[src/rtl/tmpl_pkg.sv]
// Shared constants, types and helpers for the tone map lookup block.
package tmpl_pkg;

   localparam int MAP_DEPTH = 4096;
   localparam int MAP_AW    = $clog2(MAP_DEPTH);

   // request payload layout, lowest bits first
   localparam int REQ_W = 72;
   localparam int RSP_W = 24;

   // quotient is 8 bits once the saturation case is taken out
   localparam int QUO_W          = 8;
   localparam int DIV_STAGES     = 4;
   localparam int BITS_PER_STAGE = QUO_W / DIV_STAGES;

   // pipeline stage positions
   localparam int S_IDX  = 0;
   localparam int S_LVL  = 1;
   localparam int S_MUL  = 2;
   localparam int S_DIV0 = 3;
   localparam int S_OUT  = S_DIV0 + DIV_STAGES;
   localparam int NSTG   = S_OUT + 1;

   localparam int NUM_LANES = 3;

   // request kind carried on tuser
   localparam logic CMD_PIXEL = 1'b0;
   localparam logic CMD_LOAD  = 1'b1;

   // register indexes
   localparam logic [2:0] CSR_MIN_BRIGHT = 3'd0;
   localparam logic [2:0] CSR_MAX_BRIGHT = 3'd1;
   localparam logic [2:0] CSR_RED_DIV    = 3'd2;
   localparam logic [2:0] CSR_GREEN_DIV  = 3'd3;
   localparam logic [2:0] CSR_BLUE_DIV   = 3'd4;
   localparam logic [2:0] CSR_MONO       = 3'd5;

   typedef struct packed {
      logic                  mul;
      logic [DIV_STAGES-1:0] div;
   } stage_en_type;

   typedef struct packed {
      logic       last;
      logic [7:0] grey;
   } side_type;

   function automatic logic [7:0] sat255(input logic [15:0] v);
      sat255 = (v > 16'd255) ? 8'hFF : v[7:0];
   endfunction

endpackage

[src/rtl/tmpl_lane.sv]
// One color lane: chroma times table level, then a pipelined restoring divide.
module tmpl_lane (
   input  logic                   clock,
   input  tmpl_pkg::stage_en_type en,
   input  logic [7:0]             chroma,
   input  logic [15:0]            level,
   input  logic [7:0]             divisor,
   output logic [7:0]             result
);
   import tmpl_pkg::*;

   logic [23:0] prod_in, prod_ff;

   logic [7:0] rem_ff [DIV_STAGES];
   logic [7:0] quo_ff [DIV_STAGES];
   logic [7:0] lo_ff  [DIV_STAGES];
   logic       sat_ff [DIV_STAGES];

   assign prod_in = 24'(chroma) * 24'(level);

   always_ff @(posedge clock) begin
      if (en.mul) begin
         prod_ff <= prod_in;
      end
   end

   for (genvar j = 0; j < DIV_STAGES; j++) begin : g_div
      logic [7:0] rem_src, quo_src, lo_src;
      logic       sat_src;
      logic [7:0] rem_in, quo_in, lo_in;
      logic       sat_in;

      if (j == 0) begin : g_first
         // quotient above 255 (or zero divisor) saturates; else the top
         // byte already sits below the divisor
         assign sat_src = prod_ff >= {8'd0, divisor, 8'd0};
         assign rem_src = prod_ff[15:8];
         assign lo_src  = prod_ff[7:0];
         assign quo_src = '0;
      end else begin : g_next
         assign sat_src = sat_ff[j-1];
         assign rem_src = rem_ff[j-1];
         assign lo_src  = lo_ff[j-1];
         assign quo_src = quo_ff[j-1];
      end

      always_comb begin
         logic [8:0] t;
         sat_in = sat_src;
         rem_in = rem_src;
         lo_in  = lo_src;
         quo_in = quo_src;
         for (int s = 0; s < BITS_PER_STAGE; s++) begin
            t     = {rem_in, lo_in[7]};
            lo_in = {lo_in[6:0], 1'b0};
            if (t >= {1'b0, divisor}) begin
               rem_in = 8'(t - {1'b0, divisor});
               quo_in = {quo_in[6:0], 1'b1};
            end else begin
               rem_in = t[7:0];
               quo_in = {quo_in[6:0], 1'b0};
            end
         end
      end

      always_ff @(posedge clock) begin
         if (en.div[j]) begin
            rem_ff[j] <= rem_in;
            quo_ff[j] <= quo_in;
            lo_ff[j]  <= lo_in;
            sat_ff[j] <= sat_in;
         end
      end
   end

   assign result = sat_ff[DIV_STAGES-1] ? 8'hFF : quo_ff[DIV_STAGES-1];

endmodule

[config.mk]
export PLATFORM = sky130hd
export DESIGN_NAME = tmpl_lane
export DESIGN_NICKNAME = d
export VERILOG_FILES = /design/src/rtl/tmpl_pkg.sv /design/src/rtl/tmpl_lane.sv
export SDC_FILE = /design/constraint.sdc
export NUM_CORES = 1
export LEC_CHECK = 0
export BUFFER_PORTS_ARGS = -buffer_cell sky130_fd_sc_hd__buf_4
export CAP_MARGIN = 30
export CORE_MARGIN = 1
export CORE_UTILIZATION = 58
export DETAILED_ROUTE_END_ITERATION = 16
export PLACE_DENSITY = 0.76
export SYNTH_ARGS = -nofsm -noshare
export SYNTH_HDL_FRONTEND = slang
export SYNTH_SLANG_ARGS = --single-unit
[constraint.sdc]
create_clock -name clock -period 5.3 [get_ports clock]
set_clock_uncertainty 0.05 [all_clocks]
set_input_delay 0.795 -clock clock [delete_from_list [all_inputs] [get_ports clock]]
set_output_delay 0.795 -clock clock [all_outputs]
set_load 0.005 [all_outputs]
==> impl_metrics.py <==
metrics = {
    "timing": {
        "slew_violations": 0,
        "period_needed_ps": 4890,
        "hold_violations": 0,
        "max_freq_mhz": 205,
        "finalCritPeriodShare_pct": 92.2,
        "worst_pin_slew_ps": 511,
        "max_slew_margin_pct": 65.8,
        "setup_viol": 0,
        "tns_ps": 0,
        "rsz0062_at_grt": "false",
    },
    "cts": {
        "cts_tree": "yes",
        "cts_setup_buffers": 0,
        "clock_path_buffers": 2,
        "hold_buffers": 0,
        "cts_root_buffer": "clkbuf_16",
        "ctsResizeCount": 0,
        "cts_sinks": 84,
        "clk_latency_ps": 350,
        "clkTransAtPathRegs_ps": 60,
        "htree_levels": 3,
        "cts_buffers": 9,
    },
    "synth": {
        "synth-simple-area-share_pct": 16.3,
        "synth_top_family_by_area": "adder cells",
        "syn-cell-area_mm2": 0.0102,
        "synth_cell_types": 61,
        "async_flop_share_pct": 0,
        "syn_area_per_cell_um2": 10.0,
        "synth-adder-area-share_pct": 32.2,
        "ys.flop_type": "edfxtp_1",
        "synth_compound_area_share_pct": 13.5,
        "synth-xor-area-share_pct": 2.93,
        "ys_seq_elements": 84,
        "synth-edff-count": 84,
        "syn_nets": 1260,
        "synthCells": 1015,
        "synthMuxAreaShare_pct": 4.54,
        "yosysWarnings": 0,
        "ys_seq_area_share_pct": 24.8,
    },
    "floorplanning": {
        "die_y_um": 134,
        "boundaryPins": 46,
        "dieArea_mm2": 0.0181,
        "rows": 48,
        "die_width_um": 134,
        "fp.coreArea_mm2": 0.0172,
        "initial_core_util_pct": 59.2,
    },
    "place": {
        "io_buffers": 45,
        "dp_hpwl_um": 17700,
        "place_area_mm2": 0.0110,
        "gp_congestion": 0.905,
    },
    "worst_setup_path": {
        "worst-path-max-fanout": 16,
        "startpoint_type": "input pin",
        "worstPathArrival_ps": 4930,
        "worstSetupEndpointType": "flip-flop",
        "critPathRequiredTime_ps": 5340,
        "r2r_cells": 15,
        "critPathKind": "input pin to flip-flop",
    },
    "drt": {
        "first_pass_iters": 5,
        "ant_nets": 0,
        "num_vias": 7632,
        "dr.first_iter.drc_count": 308,
        "vias_per_cell": 5.76,
        "wl_per_cell_um": 16.4,
        "drcViolationCount": 0,
        "wl_um": 21700,
    },
    "global_routing": {
        "overflow": 0,
        "grt_pass1_vias": 7776,
        "grt_start_max_net_pins": 25,
        "grt_first_pass_wirelength_um": 37200,
        "antenna_found_initial": 0,
        "track_usage_pct": 26.0,
    },
    "min_path": {
        "min_path_cells": 0,
        "hp-class": "flip-flop to flip-flop",
    },
    "layout": {
        "layout.nets": 1340,
        "final_cell_area_mm2": 0.0113,
        "area_delta_synth_final_pct": 11.4,
        "num_antenna_cells": 0,
        "drive_gt1_share_pct": 13.7,
    },
    "pwr": {
        "power.total_mw": 7.36,
        "p_leak_nw": 5.10,
        "power_density_mw_per_mm2": 650,
        "irDropWorstVdd_v": 0.000430,
    },
    "status": {
        "status": "complete, no violations",
    },
    "job": {
        "drv_cap": 0,
    },
}
==> sequential cells by signal (all words and copies together) (netlist names) <==
name     count
quo_ff      20
rem_ff      24
lo_ff       12
prod_ff     24
sat_ff       4
==> final cells by class <==
cell class	instances	area, um2
Multi-Input combinational cell	779	7070
Fill cell	1404	5850
Sequential cell	84	2520
Timing Repair Buffer	79	593
Inverter	142	533
Tap cell	225	282
Clock buffer	9	225
Clock inverter	7	103
==> where the power goes <==
group / total [mW] / switching (mW) / internal (mW) / leakage [nW]
logic: 5.30 / 2.75 / 2.54 / 4.13
registers: 1.37 / 0.139 / 1.23 / 0.812
clock network: 0.687 / 0.267 / 0.420 / 0.163
total: 7.36 / 3.16 / 4.20 / 5.10
==> metrics by stage <==
| step | util (%) | setup slack [ps] | hold slack, ps | instances |
|---|---|---|---|---|
| after floorplan | - | 169 | 350 | 1015 |
| after global placement | 64.0 | 92.4 | 351 | 1309 |
| after detailed placement | 64.0 | 54.1 | 355 | 1309 |
| after CTS | 65.9 | 420 | 370 | 1325 |
| after global routing | 65.9 | 188 | 377 | 1325 |
| final | 65.9 | 412 | 368 | 1325 |
==> critical path, cell delays in order <==
cell     delay, ps
buf_4          180
nand2_1        100
fa_1           510
fa_1           550
inv_1           50
fa_1           520
inv_1           50
fa_1           530
inv_1           40
ha_1           300
a21o_1         180
a21oi_1        300
a31oi_1        190
o22a_1         270
a41oi_1        260
xnor2_1         90
==> routing by layer <==
metal  wire length (um)  track usage (%)  vias to the layer above
li1                   -                -                     3717
met1               9360             31.9                     3692
met2              10900             47.2                      180
met3                713             2.65                       43
met4                672             9.93                        0
met5                  0                0                        -
==> logic make-up after synthesis <==
group / Yosys count
buf+inv: 152
compound gates: 197
fa+ha+maj: 207
mux: 42
xor+xnor: 34
simple gates: 299
flops: 84
==> cell usage after synthesis, types with 5 or more instances <==
library cell	instances	area [um2]
or2_2	13	81.3
o21a_1	25	188
nand4_1	14	87.6
edfxtp_1	84	2520
inv_1	141	529
nand2_1	37	139
o211ai_1	6	45.0
or4_1	8	60.1
mux2i_1	9	90.1
clkbuf_1	8	30.0
ha_1	116	1450
a21o_1	19	143
o21bai_1	8	60.1
a211oi_1	11	82.6
o21ai_0	27	135
nor3b_1	6	45.0
o31a_1	12	105
a21oi_1	47	235
nor2b_1	15	93.8
mux2_2	33	372
nor2_1	49	184
fa_1	91	1820
and3_1	5	31.3
xor2_1	11	96.3
nor3_1	20	100
a31oi_1	6	37.5
xnor2_1	23	201
nand3_1	10	50.1
and2_1	108	676
==> cells in the final DEF, fill, tap and decap left out, types with 13 or more instances in the layout <==
cell type / Yosys / routed
fa_1: 91 / 91
xnor2_1: 23 / 23
nand4_1: 14 / 14
o21ai_0: 27 / 27
inv_1: 141 / 141
edfxtp_1: 84 / 84
a21o_1: 19 / 19
ha_1: 116 / 116
o21a_1: 25 / 25
and2_1: 108 / 108
mux2_2: 33 / 33
buf_4: 0 / 79
nor3_1: 20 / 20
a21oi_1: 47 / 47
nor2b_1: 15 / 15
or2_2: 13 / 13
nor2_1: 49 / 49
nand2_1: 37 / 37
==> final timing paths <==
check	startpoint	to	slack (ps)
min reg2reg	sat_ff[0]	sat_ff[1]	370
max	chroma[7]	prod_ff[21]	410
max reg2reg	rem_ff[0][4]	rem_ff[1][5]	910
min	sat_ff[0]	sat_ff[1]	370
No activity file was read; power rests on OpenSTA's default activity.
