--- src/rtl/tmpl_pkg.sv ---
// Shared constants, types and helpers for the tone map lookup block.
package tmpl_pkg;

   localparam int MAP_DEPTH = 4096;
   localparam int MAP_AW    = $clog2(MAP_DEPTH);

   // request payload layout, lowest bits first
   localparam int REQ_W = 72;
   localparam int RSP_W = 24;

   // quotient is 8 bits once the saturation case is taken out
   localparam int QUO_W          = 8;
   localparam int DIV_STAGES     = 4;
   localparam int BITS_PER_STAGE = QUO_W / DIV_STAGES;

   // pipeline stage positions
   localparam int S_IDX  = 0;
   localparam int S_LVL  = 1;
   localparam int S_MUL  = 2;
   localparam int S_DIV0 = 3;
   localparam int S_OUT  = S_DIV0 + DIV_STAGES;
   localparam int NSTG   = S_OUT + 1;

   localparam int NUM_LANES = 3;

   // request kind carried on tuser
   localparam logic CMD_PIXEL = 1'b0;
   localparam logic CMD_LOAD  = 1'b1;

   // register indexes
   localparam logic [2:0] CSR_MIN_BRIGHT = 3'd0;
   localparam logic [2:0] CSR_MAX_BRIGHT = 3'd1;
   localparam logic [2:0] CSR_RED_DIV    = 3'd2;
   localparam logic [2:0] CSR_GREEN_DIV  = 3'd3;
   localparam logic [2:0] CSR_BLUE_DIV   = 3'd4;
   localparam logic [2:0] CSR_MONO       = 3'd5;

   typedef struct packed {
      logic                  mul;
      logic [DIV_STAGES-1:0] div;
   } stage_en_type;

   typedef struct packed {
      logic       last;
      logic [7:0] grey;
   } side_type;

   function automatic logic [7:0] sat255(input logic [15:0] v);
      sat255 = (v > 16'd255) ? 8'hFF : v[7:0];
   endfunction

endpackage

--- src/rtl/tmpl_merge.sv ---
// Output register: combines the lane results or the grey level into one result.
module tmpl_merge (
   input  logic                                   clock,
   input  logic                                   en,
   input  logic                                   mono,
   input  tmpl_pkg::side_type                     side,
   input  logic [tmpl_pkg::NUM_LANES-1:0][7:0]    lane_q,
   output logic [tmpl_pkg::RSP_W-1:0]             rsp_data,
   output logic                                   rsp_last
);
   import tmpl_pkg::*;

   logic [RSP_W-1:0] data_in, data_ff;
   logic             last_ff;

   always_comb begin
      if (mono) begin
         data_in = {8'd0, 8'd0, side.grey};
      end else begin
         data_in = {lane_q[2], lane_q[1], lane_q[0]};
      end
   end

   always_ff @(posedge clock) begin
      if (en) begin
         data_ff <= data_in;
         last_ff <= side.last;
      end
   end

   assign rsp_data = data_ff;
   assign rsp_last = last_ff;

endmodule

--- config.mk ---
export PLATFORM = sky130hd
export DESIGN_NAME = tmpl_merge
export DESIGN_NICKNAME = d
export VERILOG_FILES = /design/src/rtl/tmpl_pkg.sv /design/src/rtl/tmpl_merge.sv
export SDC_FILE = /design/constraint.sdc
export NUM_CORES = 1
export LEC_CHECK = 0
export CAP_MARGIN = 20
export CORE_MARGIN = 5
export CORE_UTILIZATION = 59
export CTS_CLUSTER_SIZE = 28
export DETAILED_ROUTE_END_ITERATION = 16
export DONT_BUFFER_PORTS = 1
export MAX_ROUTING_LAYER = met4
export PLACE_DENSITY = 0.83
export RECOVER_POWER = 25
export SYNTH_ARGS = -nofsm -noshare
export SYNTH_HDL_FRONTEND = slang
export SYNTH_SLANG_ARGS = --single-unit
export TNS_END_PERCENT = 5
--- constraint.sdc ---
create_clock -name clock -period 1.2 [get_ports clock]
set_input_delay 0.06 -clock clock [delete_from_list [all_inputs] [get_ports clock]]
set_output_delay 0.06 -clock clock [all_outputs]
set_load 0.1 [all_outputs]
==> results_dict.tcl, run 1 <==
set metrics [dict create \
    firstError "[ERROR DPL-0033] detailed placement checks failed during check placement." \
    yosysWarnings 0 \
    pre_cts_ws_ns 0.536 \
    pin_count 61 \
    cts.sinks 25 \
    synth_cells 52 \
    h-tree-depth 1 \
    synth_seq_area_share_pct 75.5 \
    status "did not finish" \
    synthDistinctLibCells 8 \
    synth_nets 88 \
    place.gp.congestion 0.676 \
    fp.dieW_um 51.1 \
    syn_area_um2 995 \
    cts_setup_buffers 0 \
    root_buffer "clkbuf_4" \
    rows 14 \
    fp.dieH_um 51.1 \
    clock_tree.buffer_depth 2 \
    initial_utilization_pct 63.8 \
    cts_hold_buf 34 \
    cts_made_buffers 3 \
    synth_area_per_cell_um2 19.1 \
    stop_stage "4_1_cts" \
    synth_seq_cells 25 \
    dp_cells 90 \
    cts-resized-gates 0 \
    io_buffers 0 \
]
[synth_stat cells]
library cell / instances / area share (%)
and2b_1: 6 / 4.5
buf_2: 1 / 0.50
buf_6: 1 / 1.1
buf_8: 1 / 1.5
edfxtp_1: 25 / 75
mux2_2: 4 / 4.5
mux2_4: 4 / 6.0
nor2b_1: 10 / 6.3
[logic make-up after synthesis]
kind of cell  synth area share (%)
flops                         75.5
mux                           10.6
buf+inv                       3.14
simple gates                  10.8
[through the flow]
step	cell area, um^2	util [%]	hold WS (ns)
after floorplan	995	-	0.159
after global placement	1170	75.1	0.159
after detailed placement	1170	75.1	0.159
==> run 2, diff against run 1 <==
- CORE_AREA: default -> 5 5 66 68
- CORE_MARGIN: 5 -> default
- CORE_UTILIZATION: 59 -> default
- CTS_CLUSTER_SIZE: 28 -> default
- DIE_AREA: default -> 0 0 71 73
- MAX_ROUTING_LAYER: met4 -> default
- PLACE_DENSITY: 0.83 -> default
- PLACE_DENSITY_LB_ADDON: default -> 0.15
==> results_dict.tcl, run 2 <==
set metrics [dict create \
    status "finished clean" \
    synthDistinctLibCells 8 \
    wl_um 2110 \
    vias_per_cell 3.94 \
    post-synth-top-count-cell "edfxtp_1" \
    antenna_found_initial 0 \
    rows 23 \
    relSlewSlack_pct 59.0 \
    grt_max_degree 26 \
    worstMarginPinSlew_ns 0.614 \
    nNetsFinal 133 \
    cts-resized-gates 0 \
    register_area_um2 751 \
    fin_crit_sh_pct 79.3 \
    wl_per_cell_um 14.4 \
    root_buffer "clkbuf_8" \
    cp.required_ns 1.14 \
    cts_made_buffers 3 \
    synth_seq_area_share_pct 75.5 \
    cts_setup_buffers 0 \
    io_buffers 0 \
    crit_chain "buf_4" \
    h-tree-depth 1 \
    crit_arrival_ns 0.89 \
    critPathLaunchType "flip-flop" \
    worstPathMaxFanout 1 \
    max_freq_mhz 1050 \
    grt_use_total_pct 7.83 \
    ys.flop_type "edfxtp_1" \
    hold_path_class "input port to flip-flop" \
    yosysWarnings 0 \
    fp.dieW_um 71 \
    largest_reg_flops 24 \
    fillers 386 \
    drtPass1Iterations 2 \
    synth_cells 52 \
    power.total_mw 2.28 \
    fp.dieH_um 73 \
    cts_tree "yes" \
    grt_pass1_vias 624 \
    synth_area_per_cell_um2 19.1 \
    rsz0062_at_grt "false" \
    hold_violations 0 \
    drtIter0Drc 20 \
    cts.sinks 25 \
    drive_gt1_share_pct 38.5 \
    die_area_um2 5180 \
    place.gp.congestion 0.642 \
    synth_seq_cells 25 \
    cts_hold_buf 9 \
    syn_area_um2 995 \
    vias 575 \
    maxCapViolCount 0 \
    power_leakage_nw 0.562 \
    period_minus_slack_ns 0.952 \
    area_growth_pct 44.2 \
    drc 0 \
    slowest_delay_ns 0.35 \
    synth_top_area_share_pct 75.5 \
    clock_tree.buffer_depth 2 \
    setup_tns_ns 0 \
    synth-edff-count 25 \
    cts.clk_slew.worst_paths_ns 0.08 \
    setup_violations 0 \
    critPathSlowestCell "edfxtp_1" \
    dp_cells 124 \
    cp_top_family "flip-flops" \
    grt_pass1_wl_um 3100 \
    power_density_nw_per_um2 1590 \
    final_cell_mix "buf_4, edfxtp_1, dlygate4sd3_1, nor2b_1, and2b_1" \
    synth_area_leaders "edfxtp_1, nor2b_1, mux2_4" \
    grt-ovfl-total 0 \
    yosysTopAreaCell "edfxtp_1" \
    ys_top_cells_by_count "edfxtp_1, nor2b_1, and2b_1" \
    core_region_area_um2 3800 \
    crit_buf_inv 1 \
    pin_count 61 \
    async_flop_share_pct 0 \
    critPathCaptureType "output pin" \
    multi_input_area_um2 213 \
    initial_utilization_pct 26.2 \
    ant_nets 0 \
    n_antenna_cell 0 \
    ir_drop_v 0.000457 \
    drv_slew 0 \
    post_dp_cell_area_um2 1210 \
    crit_type "flip-flop to output pin" \
    synth_nets 88 \
    finalInstanceArea_um2 1430 \
    stdcell_count 146 \
]
-- run 2: cell counts after synthesis --
No cell type changed its count.
-- run 2: metrics by stage --
stage | setup slack [ns] | utilization [%] | hold WS, ns
after floorplan | 0.236 | - | 0.159
after global placement | 0.540 | 31.9 | 0.159
after detailed placement | 0.531 | 31.9 | 0.159
after CTS | 0.234 | 35.8 | 0.000870
after global routing | 0.194 | 37.7 | 0.00303
final | 0.248 | 37.7 | 0.0114
-- run 2: layout make-up --
cell class                 count  share of cell area [%]
sequential                    25                    52.4
timing repair buffer          43                    25.3
multi-input combinational     24                    14.8
tap                           50                    4.36
clock buffer                   4                    3.14
-- run 2: routing by layer --
metal | vias up | track usage [%] | share of wire [%]
li1 | 275 | - | -
met1 | 272 | 8.88 | 34
met2 | 24 | 13.4 | 58
met3 | 4 | 2.07 | 6.5
met4 | 0 | 4.38 | 1.7
met5 | - | 0 | 0
-- run 2: kinds of logic after synthesis --
group                  synth area share, %
multiplexers                          10.6
flip-flops                            75.5
AND/OR/NAND/NOR                       10.8
buffers and inverters                 3.14
-- run 2: report_power, final --
group | switching (mW) | internal [mW]
logic | 0.582 | 0.165
registers | 0.0185 | 1.04
clock network | 0.238 | 0.237
-- run 2: worst paths after layout --
| check | from | to | slack, ns | cells past startpoint |
|---|---|---|---|---|
| min | lane_q[14] | rsp_data[14]$_SDFFCE_PP0P_ | 0.01 | 1 |
| max | rsp_data[18]$_SDFFCE_PP0P_ | rsp_data[18] | 0.25 | 1 |
Power figures use the tool's default switching activity.
==> run 3, diff against run 2 <==
- clock period: 1.2 -> 0.97 ns (I/O delays scaled with it)
==> results_dict.tcl, run 3 (synthesis gave the netlist of run 2 again) <==
set metrics [dict create \
    pin_count 61 \
    fillers 345 \
    drtIter0Drc 9 \
    p_int_mw 2.03 \
    p_seq_share_pct 44.1 \
    final.setup.worst_slack_ns 0.0413 \
    fp.dieH_um 73 \
    swShare_pct 34.5 \
    ir_drop_v 0.000607 \
    cts.sinks 25 \
    crit_type "flip-flop to output pin" \
    largest_reg_flops 24 \
    drive_gt1_share_pct 34.6 \
    grt-ovfl-total 0 \
    max_freq_mhz 1080 \
    place.gp.congestion 0.628 \
    cts_made_buffers 3 \
    drv_slew 0 \
    power.total_mw 3.10 \
    ant_nets 0 \
    cts_setup_buffers 0 \
    die_area_um2 5180 \
    antenna_found_initial 0 \
    cp_top_family "flip-flops" \
    crit_arrival_ns 0.88 \
    initial_utilization_pct 26.2 \
    post_dp_cell_area_um2 1530 \
    crit_chain "buf_12" \
    cts.clk_slew.worst_paths_ns 0.08 \
    drc 0 \
    setup_tns_ns 0 \
    critPathCaptureType "output pin" \
    rsz0062_at_grt "false" \
    crit_buf_inv 1 \
    wl_um 2140 \
    cp.required_ns 0.92 \
    nNetsFinal 141 \
    power_frac_comb_pct 37.0 \
    hold_violations 25 \
    io_buffers 0 \
    failed_checks "hold timing" \
    clock_tree.buffer_depth 2 \
    rows 23 \
    p_clk_share_pct 18.9 \
    finalInstanceArea_um2 1830 \
    grt_use_total_pct 8.54 \
    final_cell_mix "dlygate4sd3_1, buf_12, edfxtp_1, nor2b_1, and2b_1" \
    root_buffer "clkbuf_8" \
    critPathLaunchType "flip-flop" \
    relSlewSlack_pct 76.0 \
    maxCapViolCount 0 \
    worstPathMaxFanout 1 \
    cts_tree "yes" \
    fin_crit_sh_pct 95.7 \
    cts-resized-gates 0 \
    power_leakage_nw 0.711 \
    power_density_nw_per_um2 1690 \
    area_growth_pct 84.2 \
    power_switching_mw 1.07 \
    final_common_cell "dlygate4sd3_1" \
    n_antenna_cell 0 \
    grt_pass1_vias 670 \
    drtPass1Iterations 3 \
    hold_path_class "input port to flip-flop" \
    critPathSlowestCell "edfxtp_1" \
    vias_per_cell 3.90 \
    status "finished with violations" \
    worstMarginPinSlew_ns 0.359 \
    grt_max_degree 26 \
    h-tree-depth 1 \
    grt_pass1_wl_um 3330 \
    wl_per_cell_um 13.9 \
    hold_ws_ns -0.104 \
    setup_violations 0 \
    pre_cts_ws_ns 0.322 \
    period_minus_slack_ns 0.929 \
    slowest_delay_ns 0.43 \
    core_region_area_um2 3800 \
    fp.dieW_um 71 \
    vias 601 \
]
[run 3: timing repair]
action	in CTS	in global routing
endpoints found under the setup margin	0	0
endpoints found under the hold margin	49	26
hold buffers	25	1
[run 3: routing by layer]
metal / global-route usage [%] / up-vias / routed length, um
met5: 0 / - / 0
met3: 2.62 / 2 / 139
met4: 4.38 / 0 / 24
met2: 16.3 / 22 / 1330
li1: - / 290 / -
met1: 8.22 / 287 / 654
[run 3: layout make-up]
class                           count  area (um^2)  area share, %
Timing Repair Buffer               51          761           41.5
Clock buffer                        4         45.0           2.46
Tap cell                           50         62.6           3.42
Multi-Input combinational cell     24          213           11.6
Sequential cell                    25          751           41.0
[run 3: final timing paths]
path | start | to | slack, ns | cells past startpoint
setup / recovery | rsp_data[13]$_SDFFCE_PP0P_ | rsp_data[13] | 0.04 | 1
hold / removal | en | rsp_data[17]$_SDFFCE_PP0P_ | -0.10 | 0
[run 3: power by group through the flow]
stage               registers, mW  clock network, mW  logic (mW)
floorplan                    1.98                  0      0.0831
global placement             1.39                  0        1.06
detailed placement           1.39                  0        1.06
CTS                          1.37              0.620        1.15
global route                 1.37              0.657        1.17
finish                       1.37              0.586        1.15
[run 3: stage by stage]
stage | instances | hold WS [ns] | utilization, %
2_1_floorplan | 52 | 0.147 | -
3_3_place_gp | 124 | 0.148 | 40.2
3_5_place_dp | 124 | 0.148 | 40.2
4_1_cts | 153 | -0.113 | 48.0
5_1_grt | 154 | -0.118 | 48.2
6_report | 154 | -0.104 | 48.2
